## config.mk

```make
export PLATFORM = sky130hd
export DESIGN_NAME = wfs_queue
export DESIGN_NICKNAME = d
export VERILOG_FILES = /design/src/sv/wfs_pkg.sv /design/src/sv/wfs_queue.sv
export SDC_FILE = /design/constraint.sdc
export NUM_CORES = 1
export LEC_CHECK = 0
export BUFFER_PORTS_ARGS = -buffer_cell sky130_fd_sc_hd__buf_4
export CAP_MARGIN = 20
export CORE_UTILIZATION = 55
export CTS_CLUSTER_SIZE = 30
export DETAILED_ROUTE_END_ITERATION = 12
export GPL_ROUTABILITY_DRIVEN = 1
export PLACE_DENSITY_LB_ADDON = 0.08
export SETUP_SLACK_MARGIN = 0.15
export SYNTH_ARGS = -nofsm -noshare
export SYNTH_HDL_FRONTEND = slang
export SYNTH_SLANG_ARGS = --single-unit
```

## constraint.sdc

```tcl
create_clock -name clk -period 6.35 [get_ports clk]
set_clock_uncertainty 0.15 [all_clocks]
set_input_delay 0.635 -clock clk [delete_from_list [all_inputs] [get_ports clk]]
set_output_delay 0.635 -clock clk [all_outputs]
set_load 0.01 [all_outputs]
```

## src/sv/wfs_pkg.sv

```systemverilog
// ----------------------------------------------------------------------------
// wfs_pkg
// Shared types and constants of the 802.11 frame source and SSID extractor.
// ----------------------------------------------------------------------------
package wfs_pkg;

	// frame control decoding
	localparam logic [15:0] FC_TYPE_MASK = 16'h000C;
	localparam logic [15:0] FC_SUB_MASK  = 16'h00F0;

	localparam logic [1:0] TYPE_MGMT = 2'd0;
	localparam logic [1:0] TYPE_CTRL = 2'd1;
	localparam logic [1:0] TYPE_DATA = 2'd2;

	localparam logic [3:0] SUB_ASSOC_REQ   = 4'd0;
	localparam logic [3:0] SUB_REASSOC_REQ = 4'd2;
	localparam logic [3:0] SUB_PROBE_REQ   = 4'd4;
	localparam logic [3:0] SUB_DISASSOC    = 4'd10;
	localparam logic [3:0] SUB_DEAUTH      = 4'd12;
	localparam logic [3:0] SUB_CF_END      = 4'd14;
	localparam logic [3:0] SUB_CTRL_LO     = 4'd8;
	localparam logic [3:0] SUB_CTRL_HI     = 4'd11;
	localparam logic [3:0] SUB_CTRL_TOP    = 4'd13;

	// byte offsets
	localparam int IE_START       = 24;
	localparam int ADDR_OFF_STD   = 10;
	localparam int ADDR_OFF_CFEND = 4;
	localparam int ADDR_BYTES     = 6;

	localparam logic [7:0] DOT_CHAR      = 8'h2E;
	localparam logic [7:0] PRINT_LO      = 8'h20;
	localparam logic [7:0] PRINT_HI      = 8'h7E;
	localparam logic [7:0] IE_ID_SSID    = 8'h00;

	// configuration registers
	localparam logic [7:0] CFG_MIN_RSSI  = 8'd0;
	localparam logic [7:0] CFG_MGMT_ONLY = 8'd1;
	localparam logic signed [7:0] RSSI_RESET = -8'sd100;

	// character count field, wide enough for the largest SSID
	localparam int NCHARS_W = 6;

	// result queue of the back end
	localparam int OUT_DEPTH = 4;
	localparam int OUT_PTR_W = 2;
	localparam int OUT_CNT_W = 3;

	typedef enum logic [2:0] {
		KIND_IGNORED = 3'd0,
		KIND_ASSOC   = 3'd1,
		KIND_PROBE   = 3'd2,
		KIND_DEAUTH  = 3'd3,
		KIND_CONTROL = 3'd4,
		KIND_DATA    = 3'd5
	} kind_t;

	typedef enum logic [1:0] {
		IE_AWAIT_ID       = 2'd0,
		IE_AWAIT_LEN      = 2'd1,
		IE_AWAIT_SSID_LEN = 2'd2
	} ie_phase_t;

	typedef enum logic [1:0] {
		SSID_SEARCH = 2'd0,
		SSID_FOUND  = 2'd1,
		SSID_HIDDEN = 2'd2
	} ssid_state_t;

	typedef struct packed {
		kind_t                kind;
		logic [47:0]          addr;
		logic                 valid;
		logic [NCHARS_W-1:0]  nchars;
	} summary_t;

	typedef struct packed {
		logic empty;
		logic full;
		logic wr_bank;
		logic rd_bank;
	} q_stat_t;

	typedef struct packed {
		kind_t       kind;
		logic [47:0] addr;
		logic        valid;
		logic [7:0]  ch;
		logic        is_char;
		logic        last;
	} result_t;

endpackage

```

## src/sv/wfs_queue.sv

```systemverilog
// ----------------------------------------------------------------------------
// wfs_queue
// Two-entry queue of frame summaries; the slot number also picks the SSID bank.
// ----------------------------------------------------------------------------
module wfs_queue
	import wfs_pkg::*;
(
	input  logic     clk,
	input  logic     arst_n,
	input  logic     push,
	input  summary_t wdata,
	input  logic     pop,
	output summary_t rdata,
	output q_stat_t  stat
);

	summary_t   slot_q [2];
	logic       wr_ptr_q, rd_ptr_q;
	logic [1:0] cnt_q;

	assign stat.empty   = cnt_q == 2'd0;
	assign stat.full    = cnt_q == 2'd2;
	assign stat.wr_bank = wr_ptr_q;
	assign stat.rd_bank = rd_ptr_q;
	assign rdata        = slot_q[rd_ptr_q];

	always_ff @(posedge clk) begin
		if (push) begin
			slot_q[wr_ptr_q] <= wdata;
		end
	end

	always_ff @(posedge clk or negedge arst_n) begin
		if (!arst_n) begin
			wr_ptr_q <= 1'b0;
			rd_ptr_q <= 1'b0;
			cnt_q    <= 2'd0;
		end else begin
			if (push) begin
				wr_ptr_q <= !wr_ptr_q;
			end
			if (pop) begin
				rd_ptr_q <= !rd_ptr_q;
			end
			cnt_q <= cnt_q + {1'b0, push} - {1'b0, pop};
		end
	end

	// the front only accepts bytes while a slot and its bank are free
	assert property (@(posedge clk) disable iff (!arst_n) push |-> !stat.full)
		else $error("summary pushed into a full queue");

endmodule

```

Word-level counts from Yosys, hierarchy flattened
Memories as Yosys holds them, arrays and structs flattened.
Index checks and enable logic that the tools add are counted.
{ "totals": {"n_memories": 1, "register_bits": 4, "word_cells": 12, "mem_bits_rw": 116, "in_bits": 62} }
{ "classes": {"muxes": 2, "addsub": 2, "n_eq_ne": 1, "reduce_logical": 3} }
{ "mem_list": {"columns": ["name", "words", "width", "read_ports", "rd_clocked_by_memory_dff", "write_ports", "line", "rtl"], "rows": [
  ["slot_q", 2, 58, 1, 0, 1, "wfs_queue.sv:17", "summary_t slot_q [2];"]
]} }
{ "ops": {"columns": ["op", "count"], "rows": [
  ["$add A2 B1 Y2", 1],
  ["$eq A2 B2 Y1 const B", 1],
  ["$logic_not A1 Y1", 2],
  ["$logic_not A2 Y1", 1],
  ["$mux W1", 2],
  ["$sub A2 B1 Y2", 1]
]} }

Logic depth before layout (Yosys ltp)
{ "depth": {"ltp_word": 2, "mapped_depth": 5, "ltp_nobuf": 5} }

Worst setup path before layout
Ideal clock, no wire load.
{ "synth_timing": {"path_kind": "in2reg", "startpoint": "input port push", "endpoint": "memory slot_q[0][0] in the netlist's numbering, enable pin", "n_path_buf": 0, "required_ps": 5719, "path_slack_ps": 2526, "cell_stages": 1, "setup_time_ps": 481, "arrival_time_ps": 3193, "path_cell_list": "nor2b_1"} }
{ "synth_via": {"elab_chain_len": 2} }
{ "synth_lines": {"columns": ["item", "line", "rtl"], "rows": [
  ["start, declared", "wfs_queue.sv:10", "input logic push,"],
  ["$mux W1", "wfs_queue.sv:28", "if (push) begin"],
  ["$mux W1 (implied by the code)", "wfs_queue.sv:29", "slot_q[wr_ptr_q] <= wdata;"],
  ["end, declared", "wfs_queue.sv:17", null]
]} }
Every way passes these cells.

==> results.toml <==
[outcome]
outcome = "finished clean"

[pwr]
seq_power_share = 0.399
power_switching_share = 0.267
total_power_mw = 2.85
vdd_ir_drop_max_mv = 0.334
power_switching_mw = 0.762
power.internal_mw = 2.09
p_leak_nw = 2.37
clkPwrFrac = 0.328
power_density_nw_per_um2 = 470
combPwrFrac = 0.273

[logic_synthesis]
synth_area_leaders = "edfxtp_1 (78%), mux2_2 (12%), mux2_4 (3.4%), dfrtp_1 (2.3%), ha_1 (0.56%)"
synth_largest_area_cell = "edfxtp_1"
synth-simple-area-share = 0.00507
syn-num-nets = 262
synth_mux_area_frac = 0.155
yosysWarnings = 0
syn_inst = 198
yosysSeqAreaShare = 0.807
synth_compound_area_frac = 0
synthAdderAreaFrac = 0.00563
synth_seq_cells = 120
syn_area_per_cell_um2 = 22.4
synth_top_area_share = 0.784
synth_top_family_by_area = "multiplexers"
yosys.area_share.xor_xnor = 0.00929
yosysUniqueCellTypes = 15
synth_area_um2 = 4440

[layout]
nFillCells = 465
finalNetCount = 399
stdcell_count = 450
insertedDiodeCount = 0
layout-drive-gt1-share = 0.626
design_area_um2 = 6060
syn_to_final_growth_pct = 36.4

[global_route]
grt_antenna_before_repair = 0
grt_pass1_wl_mm = 11.7
grt_usage = 0.195
grt_max_degree = 59
first_global_vias = 2355
grt_overflow_total = 0

[sta]
tightest_slew_ps = 758
setup_tns_ps = 0
slew-limit-headroom = 0.495
grt_setup_unrepaired = "false"
hold_viol = 0
max_freq_mhz = 311
setup_viol = 0
final.min_clock_period_ps = 3220
setup_slack_ps = 3130
fin_crit_sh = 0.506
drv_slew = 0

[setup_path]
path_delay_family = "flip-flops"
crit_type = "reg -> out"
crit_buf_inv = 2
critPathMostFrequentCell = "buf_4"
arrival_ps = 2430
cp_max_fo = 31
required_ps = 5560
crit_chain = "buf_4 -> mux2_2 -> buf_4"
critPathMaxStageDelay_ps = 840
critPathCaptureType = "output port"
critPathSlowestCell = "dfrtp_2"
startpoint_type = "flop"

[routing]
drc = 0
vias = 2274
finalWirelength_mm = 7.86
wire_per_inst_um = 17.5
drt-initial-drc-count = 104
ant_nets = 0
via_per_inst = 5.05
drt-pass1-iter-count = 4

[floorplanning]
fp.dieArea_um2 = 8440
io_pins = 124
design.core.area_um2 = 7770
fp-row-count = 32
start_util = 0.572
die_h_um = 91.9
die_w_um = 91.9

[placement]
dp_hpwl_mm = 4.74
dp_slack_ps = 3620
dpl_cell_area_um2 = 5450
io_buffers = 123
place_congestion = 0.710
dpl.cell_count = 417

[clock_tree]
cts-root-buf = "clkbuf_8"
cts_setup_buffers = 0
cts-buffers-inserted = 17
cts_tree = "yes"
htreeDepth = 4
cts_buffer_depth = 2
clock_latency_ps = 500
clkTransAtPathRegs_ps = 60
cts_sinks = 120

[job]
drv_cap = 0

[worst_hold_path]
hold_path_class = "in -> reg"
==> sequential cells by signal, indices dropped and copies added, names as in the netlist <==
name and count:
cnt_q 2, slot_q 116, rd_ptr_q 1, wr_ptr_q 1
==> synth_stat cells <==
library cell and n:
mux2_2 48, mux2_4 10, buf_8 1, nor2b_1 2, xor3_1 1, buf_6 2
buf_2 4, ha_1 2, and2_1 1, inv_1 2, dfrtp_1 4, buf_4 2
edfxtp_1 116, nor2_1 1, xor2_1 2
==> per-stage QoR <==
stage | hold slack, ps | utilization
after detailed placement | 285 | 0.702
after floorplan | 189 | -
after CTS | 133 | 0.780
final | 157 | 0.780
after global routing | 135 | 0.780
after global placement | 283 | 0.702
==> per-layer routing <==
layer	track usage	vias up	part of all wire
li1	-	1050	-
met1	0.223	1115	0.39
met2	0.326	99	0.52
met3	0.0755	10	0.076
met4	0.0833	0	0.012
met5	0	-	0
==> layout by cell type, fill, tap and decap left out, types with 3 or more instances in the layout <==
cell       count
bufinv_16      3
edfxtp_1     116
mux2_2        48
clkbuf_16     16
dfrtp_1        3
mux2_4        10
buf_4        126
clkinv_4       8
==> kinds of logic after synthesis <==
family | count (synthesis)
flip-flops | 120
multiplexers | 58
buffers and inverters | 11
AND/OR/NAND/NOR | 4
XOR/XNOR | 3
adder cells (fa/ha/maj) | 2
==> final timing paths <==
kind | startpoint | to | slack [ps] | depth (start not counted)
worst min-delay path | wdata[48] | slot_q[0][48]$_DFFE_PP_ | 160 | 1
worst min register to register | wr_ptr_q$_DFFE_PN0P_ | wr_ptr_q$_DFFE_PN0P_ | 430 | 1
max in group asynchronous | arst_n | rd_ptr_q$_DFFE_PN0P_ | 5630 | 2
min in group asynchronous | arst_n | cnt_q[1]$_DFF_PN0_ | 310 | 2
worst max-delay path | rd_ptr_q$_DFFE_PN0P_ | rdata[31] | 3130 | 3
worst max register to register | wr_ptr_q$_DFFE_PN0P_ | slot_q[1][30]$_DFFE_PP_ | 4390 | 2
==> area by class of cell <==
type / instances / area, µm² / area share
clock buffers: 18 / 418 / 0.0690
clock inverters: 14 / 178 / 0.0293
inverters: 2 / 7.51 / 0.00124
multi-input cells: 67 / 788 / 0.130
flip-flops and latches: 120 / 3580 / 0.592
well taps: 102 / 128 / 0.0211
repair buffers: 127 / 956 / 0.158
==> power groups by stage <==
stage | Combinational (mW) | Clock (mW) | Sequential, mW
floorplan | 0.496 | 0 | 1.11
global placement | 0.775 | 0 | 1.14
detailed placement | 0.784 | 0 | 1.15
CTS | 0.792 | 0.951 | 1.14
global route | 0.827 | 0.981 | 1.15
finish | 0.777 | 0.935 | 1.14
==> repair_timing <==
action | in CTS | in global routing
hold buffers | 1 | 0
resized for setup | 0 | 0
endpoints found under the hold margin | 4 | 0
No activity file was read; power rests on OpenSTA's default activity.
