--- config.mk ---
export PLATFORM = sky130hd
export DESIGN_NAME = wfs_ram
export DESIGN_NICKNAME = d
export VERILOG_FILES = /design/src/sv/wfs_ram.sv
export SDC_FILE = /design/constraint.sdc
export NUM_CORES = 1
export LEC_CHECK = 0
export ABC_AREA = 1
export BUFFER_PORTS_ARGS = -buffer_cell sky130_fd_sc_hd__buf_2
export CELL_PAD_IN_SITES_DETAIL_PLACEMENT = 0
export CELL_PAD_IN_SITES_GLOBAL_PLACEMENT = 1
export CORE_ASPECT_RATIO = 1.25
export CORE_MARGIN = 2
export CORE_UTILIZATION = 46
export CTS_CLUSTER_DIAMETER = 200
export DETAILED_ROUTE_END_ITERATION = 10
export GPL_ROUTABILITY_DRIVEN = 0
export PLACE_DENSITY = 0.75
export RECOVER_POWER = 25
export SLEW_MARGIN = 5
export SYNTH_ARGS = -nofsm -noshare
export SYNTH_HDL_FRONTEND = slang
export SYNTH_SLANG_ARGS = --single-unit
export TNS_END_PERCENT = 1
--- constraint.sdc ---
create_clock -name clk -period 1.7 [get_ports clk]
set_input_delay 0.085 -clock clk [delete_from_list [all_inputs] [get_ports clk]]
set_output_delay 0.085 -clock clk [all_outputs]
set_load 0.05 [all_outputs]
--- src/sv/wfs_ram.sv ---
// ----------------------------------------------------------------------------
// wfs_ram
// Generic simple dual-port RAM: one write port, one read port, registered read.
// ----------------------------------------------------------------------------
module wfs_ram #(
	parameter int WIDTH = 8,
	parameter int DEPTH = 64
) (
	input  logic                     clk,
	input  logic                     we,
	input  logic [$clog2(DEPTH)-1:0] waddr,
	input  logic [WIDTH-1:0]         wdata,
	input  logic                     re,
	input  logic [$clog2(DEPTH)-1:0] raddr,
	output logic [WIDTH-1:0]         rdata
);

	logic [WIDTH-1:0] mem_q [DEPTH];

	always_ff @(posedge clk) begin
		if (we) begin
			mem_q[waddr] <= wdata;
		end
		if (re) begin
			rdata <= mem_q[raddr];
		end
	end

endmodule

# --- Yosys cells after proc, flatten, opt, wreduce, memory -nomap -nowiden ---
# Memory sizes are Yosys's and may differ from the RTL's. A register that Yosys moved wholly into a read port is not among the register bits.
# Index checks and enable logic that the tools add are counted.
# Widths: inputs -> output; s select.
totals:
  memories: 1
  elab_cells: 3
  mem_bits_rw: 512
  regBits: 0
  inputBits: 23
  out_inout_bits: 8
mem_list:
  columns: ["name", "words", "width", "rd", "rd_ports_with_merged_regs", "write_ports", "line_no", "rtl"]
  rows:
  - ["mem_q", 64, 8, 1, 1, 1, "18", "logic [WIDTH-1:0] mem_q [DEPTH];"]
classes:
  mux: 2
ops:
  columns: ["operator", "count"]
  rows:
  - ["$mux 1", 2]

# --- Depth between registers and ports, before layout ---
# Gate-level depths: netlist of the first run.
depth:
  depth_word: 2
  depth_mapped: 12
  mapped_depth_nobuf: 9

# --- Worst setup path before layout of the first run ---
# OpenSTA, ideal clock, no wires.
synth_timing:
  path_kind: "input-to-reg"
  start: "in we"
  end: "mem mem_q[48][0], enable pin"
  n_path_buf: 1
  setup_slack_ns: -0.151
  required_ns: 1.305
  setup_time_ns: 0.395
  arrival_time_ns: 1.456
  path_stages: 3
  path_cell_list: "clkbuf_1 nand4_1 nor4_1"
synth_between:
  elab_chain_len: 2
synth_lines:
  columns: ["item", "line_no", "rtl"]
  rows:
  - ["start: declaration", "10", "input logic we,"]
  - ["$mux 1", "21", "if (we) begin"]
  - ["$mux 1 (implied by the code)", "22", "mem_q[waddr] <= wdata;"]
  - ["end: declaration", "18", null]
# Every way passes these cells.

# --- Worst setup path in the final report of the first run ---
layout_timing:
  start: "reg rdata[2] (read register of mem_q)"
  end: "out rdata[2]"
layout_rtl:
  columns: ["item", "line_no", "rtl"]
  rows:
  - ["start: declaration", "15", "output logic [WIDTH-1:0] rdata"]
# No word-level cell between the ends.

==> impl_metrics.py, run 1 <==
metrics = {
    "outcome": {
        "status": "finished with violations",
        "failed_checks": "capacitance limit, slew limit",
    },
    "finish": {
        "fill_cells": 3896,
        "drive_gt1_frac": 0.126,
        "antenna_cells": 0,
        "syn2layout_area_growth_pct": 14.3,
        "final_cell_area_um2": 24500,
        "fin_nets": 1946,
        "instances_no_fill": 2546,
    },
    "sta": {
        "fin_crit_sh": 0.832,
        "max_freq_mhz": 707,
        "drv_slew": 260,
        "finalHoldViolations": 0,
        "setup_violations": 0,
        "finalCriticalPeriod_ns": 1.41,
        "rsz0062_at_grt": "no",
        "worst_slew_pin_slew_ns": 1.66,
        "skew_ns": 0.0189,
        "relSlewSlack": -0.105,
    },
    "setup_path": {
        "rrSetupSlack_ns": 0.30,
        "ff2ff_path_depth": 8,
        "r2r_start": "mem_q[63][2]",
        "rr_endpoint": "rdata[2]",
        "cp_slowest_stage_delay_ns": 0.44,
        "path_class": "reg -> out",
        "cp_cell_sequence": "buf_2",
        "path_buf_inv": 1,
        "critPathRequiredTime_ns": 1.62,
        "crit_path_start_kind": "register",
        "cp_slowest_cell": "edfxtp_1",
        "cp-end-kind": "output port",
        "critPathMaxFanout": 1,
        "crit_family": "flip-flops",
        "crit_arrival_ns": 1.33,
    },
    "floorplan": {
        "ioPinCount": 31,
        "num_rows": 88,
        "fp.dieW_um": 197,
        "die_area_um2": 48300,
        "coreArea_um2": 46000,
        "die_h_um": 245,
        "initial_core_util": 0.465,
    },
    "yosys": {
        "synthMuxAreaShare": 0,
        "synth.distinct_cells": 15,
        "synth_warnings": 0,
        "synth_xor_area_frac": 0,
        "synth.top_cell.area_share": 0.729,
        "synth_area_leaders": "edfxtp_1 73%, nand2_1 11%, nand3_1 10%, buf_6 1.8%, nor2_1 0.98%",
        "synth-seq-area-share": 0.729,
        "synth-simple-area-share": 0.231,
        "synth_top_family_by_area": "simple AND/OR/NAND/NOR gates",
        "synth_fa_ha_area_frac": 0,
        "synth_compound_area_frac": 0,
        "synth-seq-cells": 520,
        "avgSynthCellArea_um2": 11.9,
        "syn_inst": 1805,
        "synth_nets": 1828,
        "synth_area_um2": 21400,
        "yosys.area.top_type": "edfxtp_1",
    },
    "global_route": {
        "grt_overflow": 0,
        "grt_pass1_wl_um": 81700,
        "grt_max_degree": 65,
        "antenna_found_initial": 2,
        "grt_pass1_vias": 13632,
        "grt_use_total": 0.228,
    },
    "power": {
        "sw_frac_of_total": 0.224,
        "combPwrFrac": 0.069,
        "clock_power_share": 0.400,
        "intPower_uw": 20800,
        "ir_worst_vdd_mv": 0.769,
        "p_total_uw": 26900,
        "p_leak_uw": 0.00900,
        "seqPwrFrac": 0.531,
        "power_density_nw_per_um2": 1100,
        "p_sw_uw": 6020,
    },
    "drt": {
        "vias": 13944,
        "drt_iter0_drc": 1035,
        "vias_per_cell": 5.48,
        "dr.pass1.iters": 5,
        "wl_um": 54300,
        "detail-route-antenna-nets": 0,
        "avgRoutedWirePerCell_um": 21.3,
        "drcViolationCount": 0,
    },
    "cts": {
        "cts_made_buffers": 50,
        "path_clk_slew_ns": 0.06,
        "clock_latency_ns": 0.59,
        "root_buffer": "clkbuf_16",
        "htreeDepth": 2,
        "cts.path.max_buffers": 3,
        "post_cts.repair.setup_buffers": 0,
        "cts_tree": "done",
        "cts_sinks": 520,
    },
    "placed_design": {
        "place_area_um2": 22900,
        "dp.cells": 2453,
        "io_buffers": 30,
        "place.detailed.hpwl_um": 33400,
    },
    "flow_run": {
        "drv_cap": 4,
    },
    "hold_path": {
        "whs_endpoint": "mem_q[50][1]",
        "hp-start": "waddr[2]",
        "hold_path.class": "in -> reg",
        "hold_depth": 3,
    },
}
## timing repair
item                      CTS  global route
gates resized for setup     0             0
hold buffers                3             0
hold endpoints to repair   29             0
## layout make-up
cell class                      instances  area (um^2)  share of cell area
Multi-Input combinational cell       1160         4950               0.202
Clock buffer                           58         1300              0.0532
Inverter                               12         52.6             0.00215
Timing Repair Buffer                  179         1560              0.0638
Sequential cell                       520        15600               0.638
Clock inverter                         32          269              0.0110
Tap cell                              585          732              0.0299
## Yosys cell counts
cell type,instances
buf_1,10
buf_2,37
buf_4,14
buf_6,35
buf_8,2
clkbuf_1,15
edfxtp_1,520
inv_1,10
inv_2,1
inv_6,1
nand2_1,648
nand3_1,439
nand4_1,9
nor2_1,56
nor4_1,8
## layer usage
| layer | GRT usage | wire length (um) | vias up | part of all wire |
|---|---|---|---|---|
| met2 | 0.381 | 26700 | 422 | 0.49 |
| met3 | 0.0401 | 3060 | 132 | 0.056 |
| met5 | 0 | 21 | - | 0.00039 |
| met1 | 0.289 | 21800 | 6798 | 0.40 |
| li1 | - | - | 6588 | - |
| met4 | 0.112 | 2670 | 4 | 0.049 |
## cell families after synthesis
group,Yosys count
flops,520
simple gates,1160
buf+inv,125
## how the worst max path moves through the flow
stage	start	endpoint	slack [ns]	cells past startpoint
3_3_place_gp	raddr[0]	rdata[1]	-0.04	11
4_1_cts	rdata[1]	rdata[1]	0.24	1
6_report	rdata[2]	rdata[2]	0.29	1
3_5_place_dp	raddr[0]	rdata[1]	-0.05	11
5_1_grt	mem_q[9][4]	rdata[4]	0.18	8
2_1_floorplan	we	mem_q[48][0]	-0.15	3
## registers in the layout, indices dropped and copies added (netlist names)
| signal | count |
|---|---|
| mem_q | 512 |
| rdata | 8 |
## power groups by stage
stage / combinational, uW / sequential, uW / clock (uW)
floorplan: 998 / 14600 / 0
global route: 2020 / 14300 / 11400
detailed placement: 1870 / 14500 / 0
global placement: 1860 / 14500 / 0
finish: 1850 / 14300 / 10700
CTS: 1890 / 14300 / 10900
## layout by cell type (no fill, tap or decap)
master           n
nor2_1          56
clkbuf_2         5
inv_4            1
nand2_1        648
clkinv_8         1
buf_12          23
clkinvlp_4       3
nand4_1          9
inv_1            9
dlygate4sd3_1    3
edfxtp_1       520
nand3_1        439
buf_4          119
clkinv_4         1
bufinv_16        4
clkbuf_16       51
buf_2           28
nor4_1           8
clkbuf_8         1
clkinv_2         8
inv_2            1
inv_6            2
clkbuf_1         7
clkinv_1        14
## stage by stage
step	TNS (ns)	hold WS (ns)	utilization	setup WS, ns
6_report	0	0.0931	0.532	0.285
5_1_grt	0	0.0976	0.532	0.182
4_1_cts	0	0.0127	0.533	0.238
3_5_place_dp	-0.0723	0.476	0.498	-0.0450
3_3_place_gp	-0.0668	0.476	0.498	-0.0394
2_1_floorplan	-9.67	0.184	-	-0.151
(Power assumes the default switching activity.)
==> run 2: changes to the inputs <==
==> constraint.sdc (replaced) <==
create_clock -name clk -period 1.2 [get_ports clk]
set_input_delay 0.06 -clock clk [delete_from_list [all_inputs] [get_ports clk]]
set_output_delay 0.06 -clock clk [all_outputs]
set_load 0.05 [all_outputs]
==> impl_metrics.py, run 2 (synthesis gave the netlist of run 1 again) <==
metrics = {
    "drt": {
        "avgRoutedWirePerCell_um": 21.2,
        "drcViolationCount": 0,
        "vias": 14086,
        "detail-route-antenna-nets": 0,
        "wl_um": 54500,
        "dr.pass1.iters": 7,
        "vias_per_cell": 5.49,
        "drt_iter0_drc": 1161,
    },
    "setup_path": {
        "critPathMaxFanout": 1,
        "critPathRequiredTime_ns": 1.52,
        "cp-end-kind": "register",
        "crit_path_start_kind": "register",
        "crit_arrival_ns": 1.65,
        "path_class": "reg -> reg",
    },
    "outcome": {
        "status": "finished with violations",
        "failed_checks": "capacitance limit, slew limit, setup timing",
    },
    "power": {
        "ir_worst_vdd_mv": 0.922,
        "power_density_nw_per_um2": 1540,
        "p_leak_uw": 0.00937,
    },
    "finish": {
        "biggestRegsByFlops": "mem_q x512, rdata x8",
        "fin_nets": 1965,
        "syn2layout_area_growth_pct": 18.8,
        "instances_no_fill": 2568,
        "largest_reg_flops": 512,
        "final_cell_mix": "614 x nand2_1, 520 x edfxtp_1, 348 x nand3_1",
        "drive_gt1_frac": 0.204,
        "largest_register": "mem_q",
        "final_common_cell": "nand2_1",
    },
    "placed_design": {
        "io_buffers": 30,
        "dp.cells": 2473,
        "place.detailed.hpwl_um": 33400,
    },
    "floorplan": {
        "coreArea_um2": 46000,
        "initial_core_util": 0.465,
        "ioPinCount": 31,
        "die_h_um": 245,
        "fp.dieW_um": 197,
        "num_rows": 88,
        "die_area_um2": 48300,
    },
    "cts": {
        "cts_sinks": 520,
        "cts_tree": "done",
        "root_buffer": "clkbuf_16",
        "path_clk_slew_ns": 0.06,
        "cts.path.max_buffers": 3,
        "htreeDepth": 2,
        "post_cts.repair.setup_buffers": 0,
        "clock_latency_ns": 0.59,
        "cts_made_buffers": 49,
    },
    "global_route": {
        "grt_pass1_vias": 14015,
        "grt_overflow": 0,
        "grt_pass1_wl_um": 83200,
        "grt_max_degree": 65,
        "grt_use_total": 0.230,
        "antenna_found_initial": 0,
    },
    "sta": {
        "rsz0062_at_grt": "yes",
        "relSlewSlack": -0.0203,
        "layout_setup_ws_ns": -0.130,
        "skew_ns": 0.0221,
        "worst_slew_pin_slew_ns": 1.53,
        "finalHoldViolations": 0,
        "finalCriticalPeriod_ns": 1.33,
        "setup_violations": 14,
        "max_freq_mhz": 752,
        "finalSetupTns_ns": -1.39,
        "drv_slew": 129,
        "fin_crit_sh": 1.11,
    },
    "hold_path": {
        "hold_path.class": "in -> reg",
    },
    "flow_run": {
        "drv_cap": 2,
    },
}
## run 2: cell types whose count changed in the layout (fill, tap and decap cells not counted), sizes merged
cell,previous run,this run
diode,0,2
clkinv,24,22
clkbuf,64,63
clkinvlp,3,2
buf,170,190
bufinv,4,8
## run 2: critical path, stage by stage (launching register included)
cell and delay [ns]:
edfxtp_1 0.38, nand2_1 0.09, nand3_1 0.06, nand3_1 0.10, nand2_2 0.08, nand2_2 0.09
nand3_4 0.11, nand3_4 0.11, nand2_2 0.05
## run 2: path summary, 6_finish.rpt
| path | from | endpoint | slack [ns] | cells after the start |
|---|---|---|---|---|
| min reg2reg | mem_q[20][5] | rdata[5] | 0.88 | 8 |
| max | mem_q[36][2] | rdata[2] | -0.13 | 8 |
| max reg2reg | mem_q[36][2] | rdata[2] | -0.13 | 8 |
| min | wdata[2] | mem_q[21][2] | 0.03 | 2 |
## run 2: layout make-up
| class | count | area (um^2) |
|---|---|---|
| timing repair buffer | 199 | 1790 |
| tap | 585 | 732 |
| clock inverter | 33 | 368 |
| clock buffer | 57 | 1300 |
| fill | 3797 | 20600 |
| sequential | 520 | 15600 |
| antenna | 2 | 5.00 |
| multi-input combinational | 1160 | 5590 |
| inverter | 12 | 52.6 |
## run 2: layer usage
metal | GRT usage | part of all wire | vias up
li1 | - | - | 6623
met4 | 0.0820 | 0.036 | 0
met5 | 0 | 0 | -
met1 | 0.294 | 0.40 | 6913
met2 | 0.403 | 0.51 | 435
met3 | 0.0278 | 0.058 | 115
## run 2: timing repair
action                                 in CTS  in global routing
gates resized for setup                    43                105
pin swaps                                   6                 62
hold buffers                                3                  0
cloned                                      0                  0
endpoints found under the hold margin      16                  0
setup endpoints to repair                  16                 16
## run 2: where the power goes
| part | leakage [uW] | internal, uW | switching [uW] | total (uW) |
|---|---|---|---|---|
| Combinational | 0.00387 | 899 | 2030 | 2930 |
| Sequential | 0.00469 | 20200 | 56.2 | 20200 |
| Clock | 0.000814 | 9460 | 6600 | 16100 |
## run 2: per-stage QoR
stage	util	total power, uW	hold slack, ns	setup slack (ns)	area (um^2)
6_report	0.553	39200	0.0270	-0.130	25400
5_1_grt	0.553	40300	0.0430	-0.195	25400
4_1_cts	0.545	39200	0.000918	-0.160	25100
3_5_place_dp	0.504	23300	0.439	-0.518	23200
3_3_place_gp	0.504	23300	0.432	-0.502	23200
2_1_floorplan	-	22100	0.159	-0.462	21500
